**config.mk**
```make
export PLATFORM = sky130hd
export DESIGN_NAME = control_surface_input_scanner_core
export DESIGN_NICKNAME = d
export VERILOG_FILES = /design/src/csis_pkg.sv /design/src/csis_fader_lane.sv /design/src/csis_enc_lane.sv /design/src/csis_joy_lane.sv /design/src/csis_merge.sv /design/src/control_surface_input_scanner_core.sv
export VERILOG_INCLUDE_DIRS = /design/src /design/src/src
export SDC_FILE = /design/constraint.sdc
export NUM_CORES = 1
export LEC_CHECK = 0
export BUFFER_PORTS_ARGS = -buffer_cell sky130_fd_sc_hd__buf_2
export CAP_MARGIN = 30
export CORE_ASPECT_RATIO = 0.8
export CORE_UTILIZATION = 45
export CTS_BUF_LIST = sky130_fd_sc_hd__clkbuf_4 sky130_fd_sc_hd__clkbuf_8
export CTS_CLUSTER_DIAMETER = 200
export CTS_CLUSTER_SIZE = 10
export DETAILED_ROUTE_END_ITERATION = 12
export HOLD_SLACK_MARGIN = 0.02
export PLACE_DENSITY_LB_ADDON = 0.25
export SLEW_MARGIN = 10
export SYNTH_ARGS = -nofsm -noshare
export SYNTH_HDL_FRONTEND = slang
export SYNTH_SLANG_ARGS = --single-unit
```
**constraint.sdc**
```tcl
create_clock -name clk -period 18.5 [get_ports clk]
set_input_delay 0.925 -clock clk [delete_from_list [all_inputs] [get_ports clk]]
set_output_delay 0.925 -clock clk [all_outputs]
set_load 0.01 [all_outputs]
```
**src/control_surface_input_scanner_core_macros.svh**
```systemverilog
// Assertion macros shared by the control surface input scanner RTL.
// No dependencies; included by the modules that carry assertions.
`ifndef CONTROL_SURFACE_INPUT_SCANNER_CORE_MACROS_SVH
`define CONTROL_SURFACE_INPUT_SCANNER_CORE_MACROS_SVH

// Same-cycle implication, checked on every clock edge outside reset.
`define CSIS_ASSERT_NOW(label, ante, cons, msg) \
  label: assert property (@(posedge clk) disable iff (rst) (ante) |-> (cons)) \
    else $error(msg);

// Next-cycle implication, checked on every clock edge outside reset.
`define CSIS_ASSERT_NEXT(label, ante, cons, msg) \
  label: assert property (@(posedge clk) disable iff (rst) (ante) |=> (cons)) \
    else $error(msg);

`endif

```
**src/csis_pkg.sv**
```systemverilog
// Shared types and constants of the control surface input scanner.
// No dependencies; imported by every module of the block.
`timescale 1ns / 1ps
package csis_pkg;

  // Default configuration of the block.
  localparam int ADC_BITS_DEF      = 10;
  localparam int ENCODER_COUNT_DEF = 4;
  localparam int JOY_CHANNELS_DEF  = 3;

  // Report channels: fader, four encoders, three joystick axes.
  localparam int NUM_CH   = 8;
  localparam int CH_W     = 3;
  localparam int ENC_CH0  = 1;
  localparam int JOY_CH0  = 5;

  // Fader window and scale, 0.9445 in unsigned Q0.20.
  localparam int          FADER_K_W   = 9;
  localparam int          FADER_SCALE_W = 20;
  localparam int          FADER_PROD_W  = FADER_K_W + FADER_SCALE_W;
  localparam int unsigned FADER_LOW   = 394;
  localparam int unsigned FADER_HIGH  = 664;
  localparam logic [FADER_SCALE_W-1:0] FADER_SCALE = 20'd990380;

  // Packet constants.
  localparam logic [7:0] CMD_ADC    = 8'd38;
  localparam logic [7:0] PKT_B_BASE = 8'd64;
  localparam logic [7:0] PKT_C_BASE = 8'd128;

  // Encoder phase and report codes.
  localparam logic [1:0] PHASE_DETENT = 2'd3;
  localparam logic [7:0] ENC_UP       = 8'd1;
  localparam logic [7:0] ENC_DOWN     = 8'd255;

  // Configuration register indexes.
  localparam int          CFG_IDX_W = 2;
  localparam logic [1:0]  REG_JOY_X = 2'd0;
  localparam logic [1:0]  REG_JOY_Y = 2'd1;
  localparam logic [1:0]  REG_JOY_Z = 2'd2;
  localparam logic [7:0]  JOY_SHIFT_RESET = 8'd128;

  // What one lane found for the current scan.
  typedef struct packed {
    logic       hit;
    logic [7:0] data;
  } csis_rpt_t;

endpackage

```
**src/csis_fader_lane.sv**
```systemverilog
// Fader lane: clamps and scales the fader sample and flags a position change.
// Depends on csis_pkg.
`timescale 1ns / 1ps
module csis_fader_lane #(
  parameter int ADC_BITS = csis_pkg::ADC_BITS_DEF
) (
  input  logic                clk,
  input  logic                rst,
  input  logic                take,
  input  logic [ADC_BITS-1:0] sample,
  output csis_pkg::csis_rpt_t rpt
);
  import csis_pkg::*;

  logic [FADER_K_W-1:0]    k;
  logic [FADER_PROD_W-1:0] prod;
  logic [7:0]              pos;
  logic [7:0]              position;

  // Clamp into the active window and remove the offset.
  always_comb begin
    if (sample < ADC_BITS'(FADER_LOW)) begin
      k = '0;
    end else if (sample > ADC_BITS'(FADER_HIGH)) begin
      k = FADER_K_W'(FADER_HIGH - FADER_LOW);
    end else begin
      k = FADER_K_W'(sample - ADC_BITS'(FADER_LOW));
    end
  end

  // Fixed-point scale; the position is the integer part.
  assign prod = FADER_PROD_W'(k) * FADER_PROD_W'(FADER_SCALE);
  assign pos  = prod[FADER_SCALE_W+7:FADER_SCALE_W];

  assign rpt.hit  = (pos != position);
  assign rpt.data = pos;

  // Last reported position.
  always_ff @(posedge clk) begin
    if (rst) begin
      position <= '0;
    end else if (take && rpt.hit) begin
      position <= pos;
    end
  end

endmodule

```
**src/csis_enc_lane.sv**
```systemverilog
// Encoder lane: tracks one quadrature encoder and reports a step at detent.
// Depends on csis_pkg.
`timescale 1ns / 1ps
module csis_enc_lane (
  input  logic                clk,
  input  logic                rst,
  input  logic                take,
  input  logic [1:0]          pins,
  output csis_pkg::csis_rpt_t rpt
);
  import csis_pkg::*;

  localparam logic [1:0] FWD_NEXT [4] = '{2'd1, 2'd3, 2'd0, 2'd2};

  logic [1:0] phase;
  logic       moved;
  logic       up;
  logic       down;

  // Forward runs 0,1,3,2; the reverse counts down.
  assign moved = (pins != phase);
  assign up    = (FWD_NEXT[phase] == pins);
  assign down  = (FWD_NEXT[pins] == phase);

  assign rpt.hit  = moved && (pins == PHASE_DETENT) && (up || down);
  assign rpt.data = up ? ENC_UP : ENC_DOWN;

  // Phase follows the pins on every change taken with a scan beat.
  always_ff @(posedge clk) begin
    if (rst) begin
      phase <= PHASE_DETENT;
    end else if (take && moved) begin
      phase <= pins;
    end
  end

endmodule

```
**src/csis_joy_lane.sv**
```systemverilog
// Joystick lane: centers and scales one axis and flags a nonzero change.
// Depends on csis_pkg.
`timescale 1ns / 1ps
module csis_joy_lane #(
  parameter int ADC_BITS = csis_pkg::ADC_BITS_DEF
) (
  input  logic                clk,
  input  logic                rst,
  input  logic                take,
  input  logic [ADC_BITS-1:0] sample,
  input  logic [7:0]          shift,
  output csis_pkg::csis_rpt_t rpt
);
  import csis_pkg::*;

  localparam int QW = ADC_BITS - 2;
  localparam int DW = ADC_BITS - 1;
  localparam int VW = ADC_BITS - 4;

  logic [QW-1:0]        q;
  logic signed [DW-1:0] diff;
  logic signed [DW-1:0] adj;
  logic signed [VW-1:0] v;
  logic signed [VW-1:0] last_v;

  // Quarter the sample and remove the center offset.
  assign q    = sample[ADC_BITS-1:2];
  assign diff = signed'(DW'(q)) - signed'(DW'(shift));

  // Divide by eight, rounding toward zero.
  assign adj = diff + (diff[DW-1] ? DW'(7) : DW'(0));
  assign v   = adj[DW-1:3];

  assign rpt.hit  = (v != '0) && (v != last_v);
  assign rpt.data = 8'(v);

  // Last reported value; zero readings leave it alone.
  always_ff @(posedge clk) begin
    if (rst) begin
      last_v <= '0;
    end else if (take && rpt.hit) begin
      last_v <= v;
    end
  end

endmodule

```
**src/csis_merge.sv**
```systemverilog
// Merge stage: holds the lane reports of one scan and sends them in channel
// order as three-byte packets. Depends on csis_pkg and the assertion macros.
`timescale 1ns / 1ps
`include "control_surface_input_scanner_core_macros.svh"
module csis_merge (
  input  logic                clk,
  input  logic                rst,
  input  logic                load,
  input  csis_pkg::csis_rpt_t rpt [csis_pkg::NUM_CH],
  output logic                load_ok,
  output logic                m_tvalid,
  input  logic                m_tready,
  output logic [23:0]         m_tdata,   // first_byte, second_byte, third_byte
  output logic                m_tlast
);
  import csis_pkg::*;

  logic [NUM_CH-1:0] pend;
  logic [7:0]        data [NUM_CH];
  logic [CH_W-1:0]   sel;
  logic [NUM_CH-1:0] rest;
  logic              sent;
  logic [7:0]        d;

  // Lowest pending channel goes first.
  always_comb begin
    sel = '0;
    for (int i = NUM_CH - 1; i >= 0; i--) begin
      if (pend[i]) begin
        sel = CH_W'(i);
      end
    end
  end

  always_comb begin
    rest      = pend;
    rest[sel] = 1'b0;
  end

  assign sent     = m_tvalid && m_tready;
  assign m_tvalid = |pend;
  assign m_tlast  = (rest == '0);
  assign load_ok  = (pend == '0) || (sent && m_tlast);

  // Packet formatting of the selected report.
  assign d = data[sel];
  assign m_tdata[7:0]   = CMD_ADC;
  assign m_tdata[15:8]  = PKT_B_BASE + {3'b000, sel, d[7:6]};
  assign m_tdata[23:16] = PKT_C_BASE + {2'b00, d[5:0]};

  // Report bank: loaded per scan, drained one beat at a time.
  always_ff @(posedge clk) begin
    if (rst) begin
      pend <= '0;
    end else if (load) begin
      for (int i = 0; i < NUM_CH; i++) begin
        pend[i] <= rpt[i].hit;
      end
    end else if (sent) begin
      pend <= rest;
    end
  end

  always_ff @(posedge clk) begin
    if (load) begin
      for (int i = 0; i < NUM_CH; i++) begin
        data[i] <= rpt[i].data;
      end
    end
  end

  `CSIS_ASSERT_NEXT(a_hold_stall, m_tvalid && !m_tready, $stable(pend) && $stable(sel), "stalled packet changed")
  `CSIS_ASSERT_NOW(a_last_single, m_tvalid && m_tlast, $countones(pend) == 1, "last flag with several packets pending")
  `CSIS_ASSERT_NOW(a_load_drained, load, ($countones(pend) == 0) || (($countones(pend) == 1) && m_tready), "scan loaded over pending packets")

endmodule

```
**src/control_surface_input_scanner_core.sv**
```systemverilog
// Control surface input scanner: a new scan beat is taken in the same cycle that the
// previous scan's last packet leaves (or at once when nothing is pending), and its
// packets follow from the next cycle, one per beat while m_tready is high, so a scan
// is not taken until the report bank in the merge stage has sent all of the last one.
// A fader lane, four encoder lanes and three joystick lanes decode each scan in
// parallel, and the merge stage sends their reports as 38 / channel / data
// packets in channel order, tlast marking the scan's final packet.
// Depends on csis_pkg and the lane and merge modules.
`timescale 1ns / 1ps
module control_surface_input_scanner_core #(
  parameter int ADC_BITS      = csis_pkg::ADC_BITS_DEF,
  parameter int ENCODER_COUNT = csis_pkg::ENCODER_COUNT_DEF,
  parameter int JOY_CHANNELS  = csis_pkg::JOY_CHANNELS_DEF,
  localparam int S_TDATA_W    = ((4 * ADC_BITS + 8 + 7) / 8) * 8
) (
  input  logic                 clk,
  input  logic                 rst,
  input  logic                 s_tvalid,
  output logic                 s_tready,
  input  logic [S_TDATA_W-1:0] s_tdata,  // fader_sample, encoder_pins, joy_x, joy_y, joy_z
  output logic                 m_tvalid,
  input  logic                 m_tready,
  output logic [23:0]          m_tdata,  // first_byte, second_byte, third_byte
  output logic                 m_tlast,
  input  logic                 cfg_valid,
  output logic                 cfg_ready,
  input  logic [csis_pkg::CFG_IDX_W-1:0] cfg_index,
  input  logic [7:0]           cfg_data
);
  import csis_pkg::*;

  logic                take;
  logic                load_ok;
  logic [7:0]          joy_shift [3];
  logic [ADC_BITS-1:0] joy_sample [3];
  csis_rpt_t           rpt [NUM_CH];

  assign s_tready  = load_ok;
  assign take      = s_tvalid && s_tready;
  assign cfg_ready = 1'b1;

  // Configuration registers.
  always_ff @(posedge clk) begin
    if (rst) begin
      joy_shift[0] <= JOY_SHIFT_RESET;
      joy_shift[1] <= JOY_SHIFT_RESET;
      joy_shift[2] <= JOY_SHIFT_RESET;
    end else if (cfg_valid) begin
      unique case (cfg_index)
        REG_JOY_X: joy_shift[0] <= cfg_data;
        REG_JOY_Y: joy_shift[1] <= cfg_data;
        REG_JOY_Z: joy_shift[2] <= cfg_data;
        default: ;
      endcase
    end
  end

  // Fader lane.
  csis_fader_lane #(.ADC_BITS(ADC_BITS)) u_fader (
    .clk    (clk),
    .rst    (rst),
    .take   (take),
    .sample (s_tdata[ADC_BITS-1:0]),
    .rpt    (rpt[0])
  );

  // Encoder lanes.
  for (genvar p = 0; p < 4; p++) begin : g_enc
    if (p < ENCODER_COUNT) begin : g_on
      csis_enc_lane u_enc (
        .clk  (clk),
        .rst  (rst),
        .take (take),
        .pins (s_tdata[ADC_BITS+2*p+1 -: 2]),
        .rpt  (rpt[ENC_CH0+p])
      );
    end else begin : g_off
      assign rpt[ENC_CH0+p] = '0;
    end
  end

  // Joystick lanes.
  for (genvar j = 0; j < 3; j++) begin : g_joy
    assign joy_sample[j] = s_tdata[ADC_BITS*(j+2)+7 -: ADC_BITS];
    if (j < JOY_CHANNELS) begin : g_on
      csis_joy_lane #(.ADC_BITS(ADC_BITS)) u_joy (
        .clk    (clk),
        .rst    (rst),
        .take   (take),
        .sample (joy_sample[j]),
        .shift  (joy_shift[j]),
        .rpt    (rpt[JOY_CH0+j])
      );
    end else begin : g_off
      assign rpt[JOY_CH0+j] = '0;
    end
  end

  // Merge stage and output beat.
  csis_merge u_merge (
    .clk      (clk),
    .rst      (rst),
    .load     (take),
    .rpt      (rpt),
    .load_ok  (load_ok),
    .m_tvalid (m_tvalid),
    .m_tready (m_tready),
    .m_tdata  (m_tdata),
    .m_tlast  (m_tlast)
  );

endmodule
```
==> metrics.md, run 1 <==
| Metric | Value |
|---|---|
| Max Freq | `0.133 GHz` |
| Row count | `46` |
| Worst Path Arrival | `7820 ps` |
| Die X | `162 um` |
| Post-synth ARST share | `0` |
| Layout area overhead | `8.29%` |
| Setup Buffers After CTS | `0` |
| DP HPWL | `16.8 mm` |
| Synth area leaders | `edfxtp_1 (17%), ha_1 (13%), fa_1 (9.9%)` |
| Endpoints failing setup | `0` |
| Syn Inst Count | `1030` |
| Die H | `130 um` |
| ANT cells | `0` |
| Worst EP required | `18790 ps` |
| Critical path class | `primary input to register` |
| Detail Route Antenna Nets | `0` |
| Xor/xnor share of the synthesized area | `0.0765` |
| Normalized max-slew margin | `0.412` |
| Proportion of synthesized area in mux cells | `0.0174` |
| WL final | `20.8 mm` |
| Layout Nets | `1298` |
| Syn. warnings | `0` |
| Outcome | `completed` |
| WL/cell | `15.3 um` |
| Hold Path Class | `register to register` |
| Mapped cell area | `9270 sq um` |
| Global-route wire length before repair | `33.9 mm` |
| Clock sink count | `96` |
| Register area share after synthesis | `0.266` |
| Gate power share | `0.624` |
| Final Hold Fails | `0` |
| Largest family of logic cells by synthesized area | `adder cells` |
| Drt first pass iters | `5` |
| Slew Limit Fails | `0` |
| Int Power | `668 uW` |
| Clock Latency Late Sink | `370 ps` |
| Pleak | `0.00455 uW` |
| Via count | `7365` |
| Sequential fraction of design power | `0.258` |
| Placeable Area | `20000 sq um` |
| Layout cells sized above 1 | `0.110` |
| Starting Density | `0.463` |
| RSZ-0062 raised after global routing | `false` |
| Synth Area in Simple Gates | `0.156` |
| Final period utilization | `0.407` |
| Total GRT Usage | `0.202` |
| Initial antenna violation count | `0` |
| CTS tree | `yes` |
| Number of synthesized register bits | `96` |
| Commonest non-fill, non-tap cell in the layout | `inv_1` |
| Port Buffers | `70` |
| Max-Cap Viols | `0` |
| Hold_buf cts | `0` |
| Synth Flop Type | `edfxtp_1` |
| Clk slew on worst S/H paths | `110 ps` |
| Clk network pwr share | `0.118` |
| RePlAce Congestion | `0.898` |
| Synth Area per Inst | `9.00 sq um` |
| Worst slew pin tran | `874 ps` |
| Worst VDD drop | `0.0636 mV` |
| Most frequent cells in the layout | `inv_1 (147), ha_1 (96), nand2_1 (95)` |
| Initial DRC Count | `564` |
| GRT overflow | `0` |
| I/O pin cnt | `91` |
| Root Buffer | `clkbuf_8` |
| Number of global-route vias before repair | `6702` |
| Top cell type's share of synthesized area | `0.175` |
| Die area | `21200 sq um` |
| Psw | `573 uW` |
| CP startpoint kind | `primary input` |
| Clock Tree Buf Depth | `2` |
| Routed vias/inst | `5.41` |
| EDFF count, synth | `54` |
| Post-synthesis compound-gate area fraction | `0.171` |
| Worst Clk Skew | `19.7 ps` |
| H-Tree Depth | `3` |
| Post-synthesis adder-cell area fraction | `0.230` |
| Quantity of gates resized following cts | `0` |
| Area leader, netlist | `edfxtp_1` |
| Switching Fraction | `0.462` |
| Largest net degree at the start of global routing | `42` |
| Num CTS Buffers | `9` |
| Synth cell types | `90` |
| PwrDens | `124 nW/um^2` |
| CP endpoint kind | `register` |
| Design Power | `1240 uW` |
| Total negative setup slack | `0 ps` |
| Fin crit period | `7530 ps` |
| DRC Markers | `0` |
| Crit-path max FO | `8` |
[critical path, cell delays in order]
cell       delay (ps)
buf_2             110
inv_1              50
ha_1              200
nand2b_1           80
a311o_1           340
a21oi_1           140
nor2b_1           110
or2_2             280
nor2_1            570
ha_1              290
inv_1             110
fa_1              520
inv_1              50
fa_1              500
inv_1              50
fa_1              520
inv_1              40
ha_1              220
a2111oi_0         620
a211oi_1          170
o211ai_1          220
o32a_1            250
nand2_1           150
a211o_1           280
a2111oi_0         500
a41o_1            310
mux2i_1           200
[cell usage after synthesis (17+ instances only)]
cell type    n
inv_1      148
ha_1        96
nand2_1     95
a21oi_1     63
edfxtp_1    54
nor2_1      49
fa_1        46
dfxtp_1     42
xnor2_1     42
o21ai_0     35
xor2_1      31
nand3_1     17
[cells by family (layout without fill, tap and decap cells)]
family | Yosys count | in the layout
muxes | 16 | 16
AOI/OAI and AO/OA | 229 | 229
and+or+nand+nor | 282 | 282
buffers and inverters | 186 | 242
other | 2 | 14
xor gates and xnor gates | 76 | 76
DFF | 96 | 96
adders and majority gates | 143 | 143
[through the flow]
step | instance area, sq um | hold WS [ps] | cells | worst slack (ps) | utilization
floorplan | 9320 | 435 | 1042 | 11790 | -
detailed placement | 9840 | 457 | 1346 | 10730 | 0.491
global placement | 9830 | 448 | 1344 | 10750 | 0.491
CTS | 10000 | 468 | 1362 | 11060 | 0.501
global route | 10000 | 488 | 1362 | 10400 | 0.501
finish | 10000 | 468 | 1362 | 10970 | 0.501
[path summary, 6_finish.rpt]
path | from | endpoint | slack, ps | cells after the start
setup / recovery | s_tdata[1] | u_fader.position[1]$_SDFFE_PP0P_ | 10970 | 27
hold / removal | g_joy[1].g_on.u_joy.last_v[2]$_SDFFE_PP0P_ | g_joy[1].g_on.u_joy.last_v[2]$_SDFFE_PP0P_ | 470 | 2
setup reg to reg | joy_shift[0][0]$_DFFE_PP_ | g_joy[0].g_on.u_joy.last_v[0]$_SDFFE_PP0P_ | 13680 | 16
hold reg to reg | g_joy[1].g_on.u_joy.last_v[2]$_SDFFE_PP0P_ | g_joy[1].g_on.u_joy.last_v[2]$_SDFFE_PP0P_ | 470 | 2
[power by group through the flow]
stage	sequential [uW]	clock, uW	combinational [uW]
floorplan	314	0	591
global placement	323	0	754
detailed placement	325	0	764
CTS	320	149	771
global route	326	158	879
finish	321	146	775
[layout make-up]
class	instances	area (sq um)
Tap cell	264	330
Sequential cell	96	2460
Timing Repair Buffer	77	398
Fill cell	1894	9990
Inverter	149	559
Clock buffer	10	131
Multi-Input combinational cell	760	6090
Clock inverter	6	73.8
[sequential cells by signal (all words and copies together), names as in the netlist]
register	cells
u_fader.position	8
g_joy.g_on.u_joy.last_v	18
joy_shift	24
g_enc.g_on.u_enc.phase	8
u_merge.data	30
u_merge.pend	8
[metal layers]
metal	part of all wire	global-route usage	up-vias	routed length (um)
met5	0	0	-	0
li1	-	-	3716	-
met3	0.043	0.0265	14	884
met2	0.41	0.298	177	8520
met4	0.0074	0.0300	0	154
met1	0.54	0.317	3458	11200
(Power assumes the default switching activity.)
==> inputs of run 2 (changes only) <==
ABC_AREA = 1   (was unset)
clock period = 6.1 ns   (was 18.5 ns; I/O delays follow)
==> metrics.md, run 2 <==
| Metric | Value |
|---|---|
| Outcome | `completed (unchanged)` |
| Normalized max-slew margin | `0.624 (was 0.412)` |
| Worst Clk Skew | `26.1 ps (was 19.7 ps)` |
| Synth area leaders | `edfxtp_1 (16%), nand2_1 (14%), ha_1 (12%) (was edfxtp_1 (17%), ha_1 (13%), fa_1 (9.9%))` |
| Crit-path most repeated cell | `nand2_1 (was inv_1)` |
| Placeable Area | `21700 sq um (was 20000 sq um)` |
| CP endpoint kind | `register (unchanged)` |
| Fillers | `2187 (was 1894)` |
| Syn Inst Count | `1409 (was 1030)` |
| RSZ-0062 raised after global routing | `false (unchanged)` |
| Starting Density | `0.463 (about the same)` |
| Worst slack, placed | `138 ps (was 10730 ps)` |
| Commonest non-fill, non-tap cell in the layout | `nand2_1 (was inv_1)` |
| Layout Nets | `1692 (was 1298)` |
| WL final | `21.5 mm (was 20.8 mm)` |
| EDFF count, synth | `54 (unchanged)` |
| Hold endpoint | `u_merge.pend[0]$_SDFFE_PP0P_ (was g_joy[1].g_on.u_joy.last_v[2]$_SDFFE_PP0P_)` |
| I/O pin cnt | `91 (unchanged)` |
| Row count | `48 (was 46)` |
| Top post-synthesis cells by count | `nand2_1 (381), inv_1 (267), nor2_1 (126), ha_1 (96), nand3_1 (92) (was inv_1 (148), ha_1 (96), nand2_1 (95), a21oi_1 (63), edfxtp_1 (54))` |
| Max-Cap Viols | `0 (unchanged)` |
| Hold path depth | `2 (unchanged)` |
| FF-to-FF setup slack | `2700 ps (was 13680 ps)` |
| DRC Markers | `0 (unchanged)` |
| GRT overflow | `0 (unchanged)` |
| Clock sink count | `96 (unchanged)` |
| Area leader, netlist | `edfxtp_1 (unchanged)` |
| Worst hold start | `rst (was g_joy[1].g_on.u_joy.last_v[2]$_SDFFE_PP0P_)` |
| Final setup margin | `690 ps (was 10970 ps)` |
| Clock Tree Buf Depth | `2 (unchanged)` |
| Critical path class | `primary input to register (unchanged)` |
| Routed vias/inst | `4.74 (was 5.41)` |
| Layout area overhead | `8.68% (was 8.29%)` |
| Worst EP required | `6370 ps (was 18790 ps)` |
| Endpoints failing setup | `0 (unchanged)` |
| Design Power | `5230 uW (was 1240 uW)` |
| Die area | `23000 sq um (was 21200 sq um)` |
| Die X | `169 um (was 162 um)` |
| ANT cells | `0 (unchanged)` |
| Largest register by flop count | `u_merge.data (unchanged)` |
| PwrDens | `478 nW/um^2 (was 124 nW/um^2)` |
| CTS tree | `yes (unchanged)` |
| Max Freq | `0.185 GHz` |
| Register area share after synthesis | `0.245 (was 0.266)` |
| Reg2reg path depth | `21 (was 16)` |
| Via count | `8486 (was 7365)` |
| Port Buffers | `70 (unchanged)` |
| Initial DRC Count | `587 (was 564)` |
| CP max-delay cell | `fa_1 (was a2111oi_0)` |
| Layout cells sized above 1 | `0.129 (was 0.110)` |
| Total GRT Usage | `0.196 (was 0.202)` |
| Synth Area per Inst | `7.15 sq um (was 9.00 sq um)` |
| Worst slew pin tran | `558 ps (was 874 ps)` |
| Crit-path max FO | `13 (was 8)` |
| Clk slew on worst S/H paths | `120 ps (was 110 ps)` |
| Max FFs per register | `30 (unchanged)` |
| Final period utilization | `0.887` |
| H-Tree Depth | `3 (unchanged)` |
| RePlAce Congestion | `0.918 (was 0.898)` |
| Number of global-route vias before repair | `7807 (was 6702)` |
| Synth Flop Type | `edfxtp_1 (unchanged)` |
| CP max stage delay | `580 ps (was 620 ps)` |
| Post-synth ARST share | `0 (unchanged)` |
| Largest registers | `u_merge.data x30, joy_shift x24, g_joy.g_on.u_joy.last_v x18 (unchanged)` |
| Top cell type's share of synthesized area | `0.161 (was 0.175)` |
| Worst Path Arrival | `5680 ps (was 7820 ps)` |
| Drt first pass iters | `5 (unchanged)` |
| Hold Path Class | `primary input to register (was register to register)` |
| Clock Latency Late Sink | `390 ps (was 370 ps)` |
| Synth cell types | `49 (was 90)` |
| Most frequent cells in the layout | `nand2_1 (380), inv_1 (267), nor2_1 (125) (was inv_1 (147), ha_1 (96), nand2_1 (95))` |
| Largest net degree at the start of global routing | `43 (was 42)` |
| Num CTS Buffers | `9 (unchanged)` |
| Total negative setup slack | `0 ps (unchanged)` |
| Setup Buffers After CTS | `0 (unchanged)` |
| Terminus of the critical flop-to-flop path | `g_joy[2].g_on.u_joy.last_v[4]$_SDFFE_PP0P_ (was g_joy[0].g_on.u_joy.last_v[0]$_SDFFE_PP0P_)` |
| Count leader, synth | `nand2_1 (was inv_1)` |
| Initial antenna violation count | `0 (unchanged)` |
| Worst hold slack | `145 ps (was 468 ps)` |
| Slew Limit Fails | `0 (unchanged)` |
| Syn. warnings | `0 (unchanged)` |
| Global-route wire length before repair | `36.6 mm (was 33.9 mm)` |
| Detail Route Antenna Nets | `0 (unchanged)` |
| WL/cell | `12.0 um (was 15.3 um)` |
| Root Buffer | `clkbuf_8 (unchanged)` |
| Final Hold Fails | `0 (unchanged)` |
| Mapped cell area | `10100 sq um (was 9270 sq um)` |
| Fin crit period | `5410 ps` |
| Pleak | `0.00583 uW (was 0.00455 uW)` |
| Worst r2r src | `joy_shift[0][16]$_DFFE_PP_ (was joy_shift[0][0]$_DFFE_PP_)` |
| Worst VDD drop | `0.210 mV (was 0.0636 mV)` |
| Die H | `136 um (was 130 um)` |
| CP startpoint kind | `primary input (unchanged)` |
| DP HPWL | `18.1 mm (was 16.8 mm)` |
| Number of synthesized register bits | `96 (unchanged)` |
| Fin util | `0.503 (was 0.501)` |
run 2: routing by layer:
metal,wire [um],vias to the layer above,global-route usage
met5,0,-,0
met4,156,0,0.0280
met3,808,13,0.0257
met2,8360,164,0.285
met1,12100,3759,0.310
li1,-,4550,-
run 2: worst max-delay path by stage:
| stage | start | end | slack [ps] |
|---|---|---|---|
| floorplan | s_tdata[1] | u_fader.position[1]$_SDFFE_PP0P_ | 730 |
| global placement | s_tdata[1] | u_fader.position[6]$_SDFFE_PP0P_ | 210 |
| detailed placement | s_tdata[1] | u_fader.position[6]$_SDFFE_PP0P_ | 140 |
| CTS | s_tdata[1] | u_fader.position[6]$_SDFFE_PP0P_ | 540 |
| global route | s_tdata[1] | u_fader.position[4]$_SDFFE_PP0P_ | 40 |
| finish | s_tdata[1] | u_fader.position[6]$_SDFFE_PP0P_ | 690 |
run 2: power breakdown:
part           switching, uW  leakage (uW)  total, uW  internal (uW)
clock                    276      0.000105        441            165
combinational           2380       0.00486       3670           1290
sequential               134      0.000857       1120            987
total                   2790       0.00583       5230           2450
run 2: area by class of cell:
cell class,instances,area [sq um],area share
clock inverter,7,86.3,0.00789
inverter,285,1070,0.0977
tap,300,375,0.0343
multi-input combinational,1011,6380,0.583
sequential,96,2460,0.225
timing repair buffer,84,450,0.0412
clock buffer,9,124,0.0113
run 2: critical path: cells and delay by family:
kind            cells  cell delay [ps]
fa+ha+maj           5             2340
buf+inv             8              590
simple gates       20             2150
compound gates      2              270
run 2: repair_timing:
action,4_1_cts,5_1_grt
resized for setup,0,3
hold buffers,0,0
endpoints found under the setup margin,0,7
run 2: cells by family after synthesis:
| group | Yosys count | synth area share |
|---|---|---|
| AOI/OAI and AO/OA | 121 | 0.0680 |
| xor gates and xnor gates | 25 | 0.0303 |
| adders and majority gates | 142 | 0.211 |
| buffers and inverters | 314 | 0.127 |
| DFF | 96 | 0.245 |
| muxes | 1 | 0.000994 |
| other | 2 | 0.000746 |
| and+or+nand+nor | 708 | 0.318 |
run 2: per-stage QoR:
stage	instance area [sq um]	std cells
finish	10900	1792
CTS	10900	1792
detailed placement	10700	1776
floorplan	10100	1421
global placement	10700	1774
global route	10900	1792
